[src/rtl/dtfd_pkg.sv]
// ----------------------------------------------------------------------------
// dtfd_pkg
// Shared constants and types for the double to fixed decimal digit converter.
// ----------------------------------------------------------------------------
package dtfd_pkg;

  localparam int SIG_W      = 52;   // stored significand bits
  localparam int INT_W      = 72;   // integer part bits (values below 2^72)
  localparam int FRAC_W     = 128;  // fraction part bits
  localparam int WIDE_W     = INT_W + FRAC_W;
  localparam int INT_DIGITS = 22;   // decimal digits of 2^72 - 1
  localparam int SHIFT_W    = 8;

  localparam logic [10:0] BEXP_MAX = 11'd1094;  // above: out of range
  localparam logic [10:0] BEXP_MIN = 11'd947;   // below: exponent under -128

  typedef struct packed {
    logic load;
    logic step;
  } frac_ctl_t;

endpackage

[src/rtl/dtfd_frac_unit.sv]
// ----------------------------------------------------------------------------
// dtfd_frac_unit
// Binary fraction register; each step multiplies by ten and yields one digit.
// ----------------------------------------------------------------------------
module dtfd_frac_unit (
  input  logic                      clk,
  input  dtfd_pkg::frac_ctl_t       ctl,
  input  logic [dtfd_pkg::FRAC_W-1:0] load_val,
  output logic [3:0]                digit,
  output logic                      is_zero,
  output logic                      round_bit
);
  import dtfd_pkg::*;

  logic [FRAC_W-1:0] frac_r;
  logic [FRAC_W-1:0] frac_nxt;
  logic [FRAC_W+3:0] prod;

  // x*10 = x*8 + x*2
  assign prod      = {1'b0, frac_r, 3'b000} + {3'b000, frac_r, 1'b0};
  assign digit     = prod[FRAC_W+3:FRAC_W];
  assign is_zero   = (frac_r == '0);
  assign round_bit = frac_r[FRAC_W-1];

  always_comb begin
    frac_nxt = frac_r;
    if (ctl.load) begin
      frac_nxt = load_val;
    end else if (ctl.step) begin
      frac_nxt = prod[FRAC_W-1:0];
    end
  end

  always_ff @(posedge clk) begin
    frac_r <= frac_nxt;
  end

endmodule

[src/rtl/double_to_fixed_decimal_digits_top.sv]
// ----------------------------------------------------------------------------
// double_to_fixed_decimal_digits_top
// Converts a double bit pattern to its fixed-point decimal digits.
// ----------------------------------------------------------------------------
// One value is converted at a time. After a beat is taken the block aligns
// the value, converts the integer part by shift-and-add-3 at one bit per
// cycle, produces one fraction digit per cycle (up to frac_digits, or fewer
// once the fraction is zero), runs the rounding carry through the digit
// register one digit per cycle, then skips leading zeros one digit per cycle
// before sending one beat per significant digit, each beat held by output
// stalls. Leading zeros skipped plus digits sent never exceed 22 + MAX_FRAC
// (42 by default). An out-of-range value skips the conversion and sends one
// out-of-range beat. A new value is taken once the last beat of the previous
// one sits in the output register.
module double_to_fixed_decimal_digits_top #(
  parameter int MAX_FRAC = 20
) (
  input  logic        clk,
  input  logic        rst_n,
  input  logic        in_tvalid,
  output logic        in_tready,
  input  logic [71:0] in_tdata,   // [63:0] value_bits, [68:64] frac_digits
  output logic        out_tvalid,
  input  logic        out_tready,
  output logic [15:0] out_tdata,  // [3:0] digit, [9:4] point
  output logic [1:0]  out_tuser,  // [0] has_digit, [1] out_of_range
  output logic        out_tlast
);
  import dtfd_pkg::*;

  localparam int NDIG  = INT_DIGITS + MAX_FRAC;
  localparam int DIG_W = NDIG * 4;
  localparam int S_W   = $clog2(NDIG + 1);

  localparam logic [2:0] ST_IDLE  = 3'd0;
  localparam logic [2:0] ST_LOAD  = 3'd1;
  localparam logic [2:0] ST_DAB   = 3'd2;
  localparam logic [2:0] ST_FRAC  = 3'd3;
  localparam logic [2:0] ST_ROUND = 3'd4;
  localparam logic [2:0] ST_NORM  = 3'd5;
  localparam logic [2:0] ST_EMIT  = 3'd6;

  logic [2:0]       state_r, state_nxt;
  logic [10:0]      bexp_r, bexp_nxt;
  logic [SIG_W-1:0] sig_r, sig_nxt;
  logic [4:0]       frac_r, frac_nxt;
  logic [INT_W-1:0] ibits_r, ibits_nxt;
  logic [DIG_W-1:0] dig_r, dig_nxt;
  logic [6:0]       cnt_r, cnt_nxt;
  logic [4:0]       fcnt_r, fcnt_nxt;
  logic [S_W-1:0]   s_r, s_nxt;
  logic             carry_r, carry_nxt;
  logic             oor_r, oor_nxt;
  logic             empty_r, empty_nxt;

  logic             out_valid_r, out_valid_nxt;
  logic [3:0]       out_digit_r, out_digit_nxt;
  logic [5:0]       out_point_r, out_point_nxt;
  logic             out_has_r, out_has_nxt;
  logic             out_oor_r, out_oor_nxt;
  logic             out_last_r, out_last_nxt;

  frac_ctl_t         fctl;
  logic [3:0]        f_digit;
  logic              f_zero;
  logic              f_round;
  logic [WIDE_W-1:0] wide_val;
  logic [SHIFT_W-1:0] shamt;
  logic [DIG_W-1:0]  dab;
  logic [4:0]        rsum;
  logic [3:0]        rdig;
  logic [6:0]        point_w;
  logic [4:0]        frac_in;

  dtfd_frac_unit u_frac (
    .clk       (clk),
    .ctl       (fctl),
    .load_val  (wide_val[FRAC_W-1:0]),
    .digit     (f_digit),
    .is_zero   (f_zero),
    .round_bit (f_round)
  );

  assign in_tready  = (state_r == ST_IDLE);
  assign out_tvalid = out_valid_r;
  assign out_tdata  = {6'b0, out_point_r, out_digit_r};
  assign out_tuser  = {out_oor_r, out_has_r};
  assign out_tlast  = out_last_r;

  assign frac_in = (in_tdata[68:64] > 5'(MAX_FRAC)) ? 5'(MAX_FRAC) : in_tdata[68:64];
  assign shamt   = SHIFT_W'(bexp_r - BEXP_MIN);
  assign point_w = 7'(NDIG) - 7'(fcnt_r) - 7'(s_r);

  always_comb begin
    if (bexp_r < BEXP_MIN) begin
      wide_val = '0;
    end else begin
      wide_val = WIDE_W'({1'b1, sig_r}) << shamt;
    end
  end

  always_comb begin
    for (int i = 0; i < NDIG; i++) begin
      dab[i*4 +: 4] = (dig_r[i*4 +: 4] >= 4'd5) ? dig_r[i*4 +: 4] + 4'd3 : dig_r[i*4 +: 4];
    end
  end

  assign rsum = 5'(dig_r[3:0]) + 5'(carry_r);
  assign rdig = (rsum == 5'd10) ? 4'd0 : rsum[3:0];

  always_comb begin
    state_nxt     = state_r;
    bexp_nxt      = bexp_r;
    sig_nxt       = sig_r;
    frac_nxt      = frac_r;
    ibits_nxt     = ibits_r;
    dig_nxt       = dig_r;
    cnt_nxt       = cnt_r;
    fcnt_nxt      = fcnt_r;
    s_nxt         = s_r;
    carry_nxt     = carry_r;
    oor_nxt       = oor_r;
    empty_nxt     = empty_r;
    fctl          = '0;
    out_valid_nxt = out_valid_r & ~out_tready;
    out_digit_nxt = out_digit_r;
    out_point_nxt = out_point_r;
    out_has_nxt   = out_has_r;
    out_oor_nxt   = out_oor_r;
    out_last_nxt  = out_last_r;

    unique case (state_r)
      ST_IDLE: begin
        if (in_tvalid) begin
          sig_nxt   = in_tdata[SIG_W-1:0];
          bexp_nxt  = in_tdata[62:52];
          frac_nxt  = frac_in;
          state_nxt = ST_LOAD;
        end
      end
      ST_LOAD: begin
        oor_nxt   = (bexp_r > BEXP_MAX);
        empty_nxt = 1'b0;
        ibits_nxt = wide_val[WIDE_W-1:FRAC_W];
        dig_nxt   = '0;
        cnt_nxt   = '0;
        fcnt_nxt  = '0;
        s_nxt     = '0;
        fctl.load = 1'b1;
        state_nxt = (bexp_r > BEXP_MAX) ? ST_EMIT : ST_DAB;
      end
      ST_DAB: begin
        dig_nxt   = {dab[DIG_W-2:0], ibits_r[INT_W-1]};
        ibits_nxt = {ibits_r[INT_W-2:0], 1'b0};
        cnt_nxt   = cnt_r + 7'd1;
        if (cnt_r == 7'(INT_W - 1)) begin
          state_nxt = ST_FRAC;
        end
      end
      ST_FRAC: begin
        if (fcnt_r == frac_r || f_zero) begin
          carry_nxt = f_round;
          cnt_nxt   = '0;
          state_nxt = ST_ROUND;
        end else begin
          fctl.step = 1'b1;
          dig_nxt   = {dig_r[DIG_W-5:0], f_digit};
          fcnt_nxt  = fcnt_r + 5'd1;
        end
      end
      ST_ROUND: begin
        dig_nxt   = {rdig, dig_r[DIG_W-1:4]};
        carry_nxt = (rsum == 5'd10);
        cnt_nxt   = cnt_r + 7'd1;
        if (cnt_r == 7'(NDIG - 1)) begin
          state_nxt = ST_NORM;
        end
      end
      ST_NORM: begin
        if (dig_r == '0) begin
          empty_nxt = 1'b1;
          state_nxt = ST_EMIT;
        end else if (dig_r[DIG_W-1:DIG_W-4] != 4'd0) begin
          state_nxt = ST_EMIT;
        end else begin
          dig_nxt = {dig_r[DIG_W-5:0], 4'd0};
          s_nxt   = s_r + S_W'(1);
        end
      end
      ST_EMIT: begin
        if (!out_valid_r || out_tready) begin
          out_valid_nxt = 1'b1;
          if (oor_r) begin
            out_digit_nxt = 4'd0;
            out_has_nxt   = 1'b0;
            out_point_nxt = 6'd0;
            out_oor_nxt   = 1'b1;
            out_last_nxt  = 1'b1;
            state_nxt     = ST_IDLE;
          end else if (empty_r) begin
            out_digit_nxt = 4'd0;
            out_has_nxt   = 1'b0;
            out_point_nxt = 6'd0 - 6'(frac_r);
            out_oor_nxt   = 1'b0;
            out_last_nxt  = 1'b1;
            state_nxt     = ST_IDLE;
          end else begin
            out_digit_nxt = dig_r[DIG_W-1:DIG_W-4];
            out_has_nxt   = 1'b1;
            out_point_nxt = point_w[5:0];
            out_oor_nxt   = 1'b0;
            out_last_nxt  = (dig_r[DIG_W-5:0] == '0);
            dig_nxt       = {dig_r[DIG_W-5:0], 4'd0};
            if (dig_r[DIG_W-5:0] == '0) begin
              state_nxt = ST_IDLE;
            end
          end
        end
      end
      default: begin
        state_nxt = ST_IDLE;
      end
    endcase
  end

  always_ff @(posedge clk) begin
    if (!rst_n) begin
      state_r     <= ST_IDLE;
      out_valid_r <= 1'b0;
    end else begin
      state_r     <= state_nxt;
      out_valid_r <= out_valid_nxt;
    end
  end

  always_ff @(posedge clk) begin
    bexp_r      <= bexp_nxt;
    sig_r       <= sig_nxt;
    frac_r      <= frac_nxt;
    ibits_r     <= ibits_nxt;
    dig_r       <= dig_nxt;
    cnt_r       <= cnt_nxt;
    fcnt_r      <= fcnt_nxt;
    s_r         <= s_nxt;
    carry_r     <= carry_nxt;
    oor_r       <= oor_nxt;
    empty_r     <= empty_nxt;
    out_digit_r <= out_digit_nxt;
    out_point_r <= out_point_nxt;
    out_has_r   <= out_has_nxt;
    out_oor_r   <= out_oor_nxt;
    out_last_r  <= out_last_nxt;
  end

endmodule

[config.mk]
export PLATFORM = sky130hd
export DESIGN_NAME = double_to_fixed_decimal_digits_top
export DESIGN_NICKNAME = d
export VERILOG_FILES = /design/src/rtl/dtfd_pkg.sv /design/src/rtl/dtfd_frac_unit.sv /design/src/rtl/double_to_fixed_decimal_digits_top.sv
export SDC_FILE = /design/constraint.sdc
export NUM_CORES = 2
export LEC_CHECK = 0
export ABC_AREA = 1
export BUFFER_PORTS_ARGS = -buffer_cell sky130_fd_sc_hd__buf_2
export CORE_MARGIN = 4
export CORE_UTILIZATION = 25
export DETAILED_ROUTE_END_ITERATION = 10
export HOLD_SLACK_MARGIN = 0.06
export PLACE_DENSITY = 0.37
export SLEW_MARGIN = 20
export SYNTH_ARGS = -nofsm -noshare
export SYNTH_HDL_FRONTEND = slang
export SYNTH_SLANG_ARGS = --single-unit
[constraint.sdc]
create_clock -name clk -period 12.5 [get_ports clk]
set_input_delay 2.5 -clock clk [delete_from_list [all_inputs] [get_ports clk]]
set_output_delay 2.5 -clock clk [all_outputs]
set_load 0.02 [all_outputs]
# --- Word-level counts from Yosys, hierarchy flattened ---
# Cells that the tools add are included.
op_classes:
  addsub: 51
  order_cmp: 45
  n_eq_ne: 23
  n_shift: 1
  n_mux: 85
  n_bitwise: 2
  reduce_logical: 26
ops:
  columns: ["op", "count"]
  rows:
  - ["168-bit two-way mux", 6]
  - ["168-bit one-hot mux with 6 select lines", 1]
  - ["128-bit two-way mux", 2]
  - ["200-bit two-way mux", 1]
  - ["53-bit by 8-bit << shifter with 200-bit output", 1]
  - ["4-bit by 3-bit greater-or-equal comparator with 1-bit output (second input constant)", 42]
  - ["168-bit zero test", 1]
  - ["4-bit two-way mux", 42]
  - ["4-bit by 2-bit adder with 4-bit output (second input constant)", 41]
  - ["164-bit zero test", 1]
  - ["72-bit one-hot mux with 2 select lines", 1]
  - ["131-bit by 129-bit adder with 132-bit output", 1]
  - ["128-bit zero test", 1]
  - ["3-bit two-way mux", 12]
  - ["2-bit inequality test (second input constant)", 11]
  - ["3-bit one-hot mux with 7 select lines", 1]
  - ["7-bit one-hot mux with 3 select lines", 1]
  - ["6-bit two-way mux", 3]
  - ["7-bit AND reduction", 2]
  - ["6-bit one-hot mux with 2 select lines", 1]
  - ["2-bit AND reduction", 6]
  - ["11-bit > comparator (second input constant)", 1]
  - ["11-bit by 10-bit < comparator with 1-bit output (second input constant)", 1]
  - ["5-bit one-hot mux with 2 select lines", 1]
  - ["34 further kinds", 52]
totals:
  ff_bits: 474
  output_inout_bits: 21
  wordCells: 252

# --- Logic depth before layout (Yosys ltp) ---
depth:
  ltp_word: 6
  depth_mapped: 18
  mapped_depth_nobuf: 18

# --- Cells and area by module ---
# From an unflattened synthesis, not the netlist that was laid out.
hier_totals:
  hier_cells: 6904
  area_unflattened_um2: 45341.0
by_module_without_submodules:
  columns: ["mod", "n_inst", "cells_each", "area_per_inst_um2", "seq_area_each_um2"]
  rows:
  - ["double_to_fixed_decimal_digits_top", 1, 3334, 25906.1, 10349.9]
  - ["dtfd_frac_unit", 1, 3570, 19434.9, 3843.7]

# --- Least setup slack after synthesis ---
# Ideal clock, no wire load.
synth_timing:
  path_kind: "input-to-reg"
  startpoint: "in out_tready"
  endpoint: "reg dig_r[0], enable pin"
  arrival_ps: 10818
  required_time_ps: 11748
  setup_slack_ps: 930
  path_stages: 4
  cell_sequence: "nor2_1 > nand2_1 > nand4_1 > a21oi_1"
synth_via:
  elab_chain_len: 3
synth_lines:
  columns: ["element", "line", "text"]
  rows:
  - ["from (decl)", "double_to_fixed_decimal_digits_top.sv:24", "input logic out_tready,"]
  - ["1-bit logical OR", "double_to_fixed_decimal_digits_top.sv:191", "if (!out_valid_r || out_tready) begin"]
  - ["2-bit inequality test (no line)", null, null]
  - ["7-bit AND reduction (no line)", null, null]
  - ["to (signal assigned)", "double_to_fixed_decimal_digits_top.sv:241", "dig_r <= dig_nxt;"]
  - ["to (decl)", "double_to_fixed_decimal_digits_top.sv:48", "logic [DIG_W-1:0] dig_r, dig_nxt;"]
# Every way passes these cells.
# A chain may end at the register's enable or synchronous reset.

# --- Worst setup path after layout ---
layout_timing:
  startpoint: "in out_tready"
  endpoint: "reg dig_r[57], enable pin"
# Same word-level chain as after synthesis.

==> results by group <==
Synthesis
  • Post-synthesis async set-or-reset flop share: 0%
  • Synth Instances: 6978
  • Library cells used by synthesis: 47
  • Synth Register Bits: 474
  • Avg Cell Area, Syn: 6.43 µm²
  • Register area share after synthesis: 31.6%
  • Synthesis Warnings: 0
  • Cell Area, Synth: 44900 µm²
  • Number of synthesized flops with an enable pin: 470
  • Yosys top cell area share: 31.5%
  • Ys flop type: edfxtp_1
  • Post-synth top area cell: edfxtp_1
  • Top post-synthesis cells by area: edfxtp_1 31%, nand2_1 19%, inv_1 10%

Timing
  • RSZ-0062 raised after global routing: false
  • Endpoints failing setup: 0
  • Final hold violations: 0
  • Slew @ Worst Pin: 1.09 ns
  • Final setup margin: 7.35 ns
  • Fmax: 194 MHz
  • Hold slack final: 0.514 ns
  • Max_slew headroom: 27.1%
  • Minimum clock period: 5.15 ns
  • Layout Skew: 0.0400 ns
  • Setup TNS: 0 ns
  • Slew Limit Fails: 0
  • Final worst-path cycle share: 41.2%

Clock tree
  • Post-CTS setup buffer count: 0
  • Post-cts resize count: 0
  • Cts hold-fix bufs: 0
  • Clock tree buffer depth: 3
  • Clock sinks: 474
  • Later-pin clock latency in the skew report: 0.70 ns
  • Root Driver: clkbuf_16
  • CTS buffer count: 71
  • H-tree depth: 3
  • Clock slew at reported path FFs: 0.05 ns
  • CTS tree: built

Worst hold path
  • Hold Path Class: reg2reg

Drt
  • Post-Route WL: 214 mm
  • Via count: 46500
  • Via-to-Cell Ratio: 4.95
  • Detailed-router iteration count before antenna repair: 9
  • Antenna Violating Nets Remaining: 0
  • DRC Markers: 0
  • First-iteration detailed-routing DRC count: 4624
  • Wire per inst: 22.8 µm

Floorplanning
  • Initial Util: 25.1%
  • Total Die Area: 186000 µm²
  • Height of the chip: 432 µm
  • Core ar.: 178000 µm²
  • Ports: 97
  • Row count: 155
  • Die width: 432 µm

GRT
  • Congestion Overflow GR: 0
  • Largest net degree at the start of global routing: 165
  • Initial antenna violation count: 13
  • First-pass GRT wire length: 307 mm
  • Vias in the first global route: 43500
  • GRT Resource Usage Total: 22.4%

Run
  • Max-cap viol count: 0

Setup path
  • Max incr delay on CP: 0.81 ns
  • CP max-delay cell: buf_4
  • Crit path kind: in2reg
  • Critical Path AT: 5.44 ns
  • Cell Chain, Critical Path: buf_2 -> nor2_1 -> nand2_1 -> nand4_1 -> a21oi_4 -> buf_4 -> buf_4 -> buf_4
  • Crit start category: input pin
  • Cell mode on critical path: buf_4
  • CP endpoint kind: register
  • WP data required: 12.78 ns
  • Reg2reg setup slack: 7.72 ns
  • Critical-path maximum fanout: 64

Outcome
  • Outcome: complete, no violations

Final layout
  • Share of layout cells above drive strength 1: 4.31%
  • Nets: 7325
  • Synth-to-Final Area Change: 11.8%
  • Fin cells: 9391

Placed design
  • Routability Congestion: 0.969
  • Hpwl dp: 172 mm
  • Placed cell count: 9259
  • Place WS: 6.60 ns
  • I/O Buffers: 86
[registers in the layout, summed over array words and instances (netlist names), 6 cells and up]
name           cells
sig_r             52
bexp_r            11
out_point_r        6
dig_r            168
u_frac.frac_r    128
s_r                6
ibits_r           72
cnt_r              7
[critical path: cells and delay by family]
| kind | cells | cell delay, ns |
|---|---|---|
| buffers and inverters | 4 | 2.22 |
| AND/OR/NAND/NOR | 3 | 0.35 |
| AO/OA/AOI/OAI | 1 | 0.14 |
[final timing paths]
path / startpoint / endpoint / cells past startpoint
max: out_tready / dig_r[57] / 8
min: ibits_r[6] / ibits_r[7] / 2
max reg2reg: bexp_r[0] / u_frac.frac_r[86] / 15
min reg2reg: ibits_r[6] / ibits_r[7] / 2
[cells in the final DEF, fill, tap and decap left out, drive strengths merged, types with 7 or more instances in the layout]
master / instances
nand4: 60
o21a: 7
nor2: 560
nor4: 19
clkinv: 20
nand3b: 7
inv: 1263
o21ai: 327
or2: 55
nand2: 2303
ha: 270
nor3: 44
clkbuf: 94
o211ai: 127
nand3: 823
a22oi: 8
buf: 124
bufinv: 7
edfxtp: 470
o221ai: 164
xnor2: 9
a21oi: 198
o22ai: 9
xor2: 15
[metrics by stage]
stage	utilization, %	instance area [µm²]
final	28.1	50200
after detailed placement	26.8	47800
after floorplan	-	44900
after global routing	28.1	50200
after global placement	26.8	47800
after CTS	28.1	50200
[routing by layer]
layer	global-route usage (%)	share of wire, %	vias to the layer above
met5	0	0.0061	-
met4	5.91	2.6	2
met3	2.98	5.9	202
met2	33.7	42	1290
met1	33.4	49	22200
li1	-	-	22700
[cells in the mapped netlist (2+ instances only)]
| cell | number |
|---|---|
| or2_1 | 6 |
| nor3_1 | 44 |
| o21ai_0 | 294 |
| a31oi_1 | 5 |
| fa_1 | 2 |
| buf_4 | 10 |
| inv_2 | 9 |
| edfxtp_1 | 470 |
| nand2_1 | 2303 |
| buf_2 | 50 |
| o221ai_1 | 164 |
| a22oi_1 | 8 |
| o22ai_1 | 9 |
| a21oi_1 | 198 |
| o211ai_1 | 127 |
| and3_1 | 3 |
| clkbuf_1 | 121 |
| buf_1 | 22 |
| nand3_1 | 822 |
| a21boi_0 | 3 |
| xor2_1 | 13 |
| and2_1 | 3 |
| a21boi_1 | 3 |
| o21ai_1 | 33 |
| nand3b_1 | 7 |
| dfxtp_1 | 4 |
| ha_1 | 270 |
| nor2_1 | 558 |
| or2_2 | 49 |
| nor2_4 | 2 |
| o21bai_1 | 6 |
| o21a_1 | 7 |
| xnor2_1 | 9 |
| inv_1 | 1251 |
| nand4_1 | 60 |
| nor4_1 | 19 |
| o32ai_1 | 2 |
| a32o_1 | 3 |
[cell families (layout without fill, tap and decap cells)]
family,count (synthesis),after routing,share of synthesized area (%)
AOI/OAI and AO/OA,865,865,12.0
xor gates and xnor gates,24,24,0.527
adders and majority gates,272,272,7.62
buffers and inverters,1464,1513,12.5
DFF,474,474,31.6
other,1,10,0.00836
and+or+nand+nor,3878,3878,35.8
[layout make-up]
cell class | instances | area (µm²)
fillers | 20100 | 128000
multi-input cells | 5045 | 25200
clock inverters | 34 | 407
flip-flops and latches | 474 | 14200
inverters | 1261 | 4740
repair buffers | 124 | 728
well taps | 2355 | 2950
diodes | 4 | 10.0
clock buffers | 94 | 1930
Power is not shown: default switching activity piles up to over one toggle a cycle in this logic, so the estimate is an artifact.
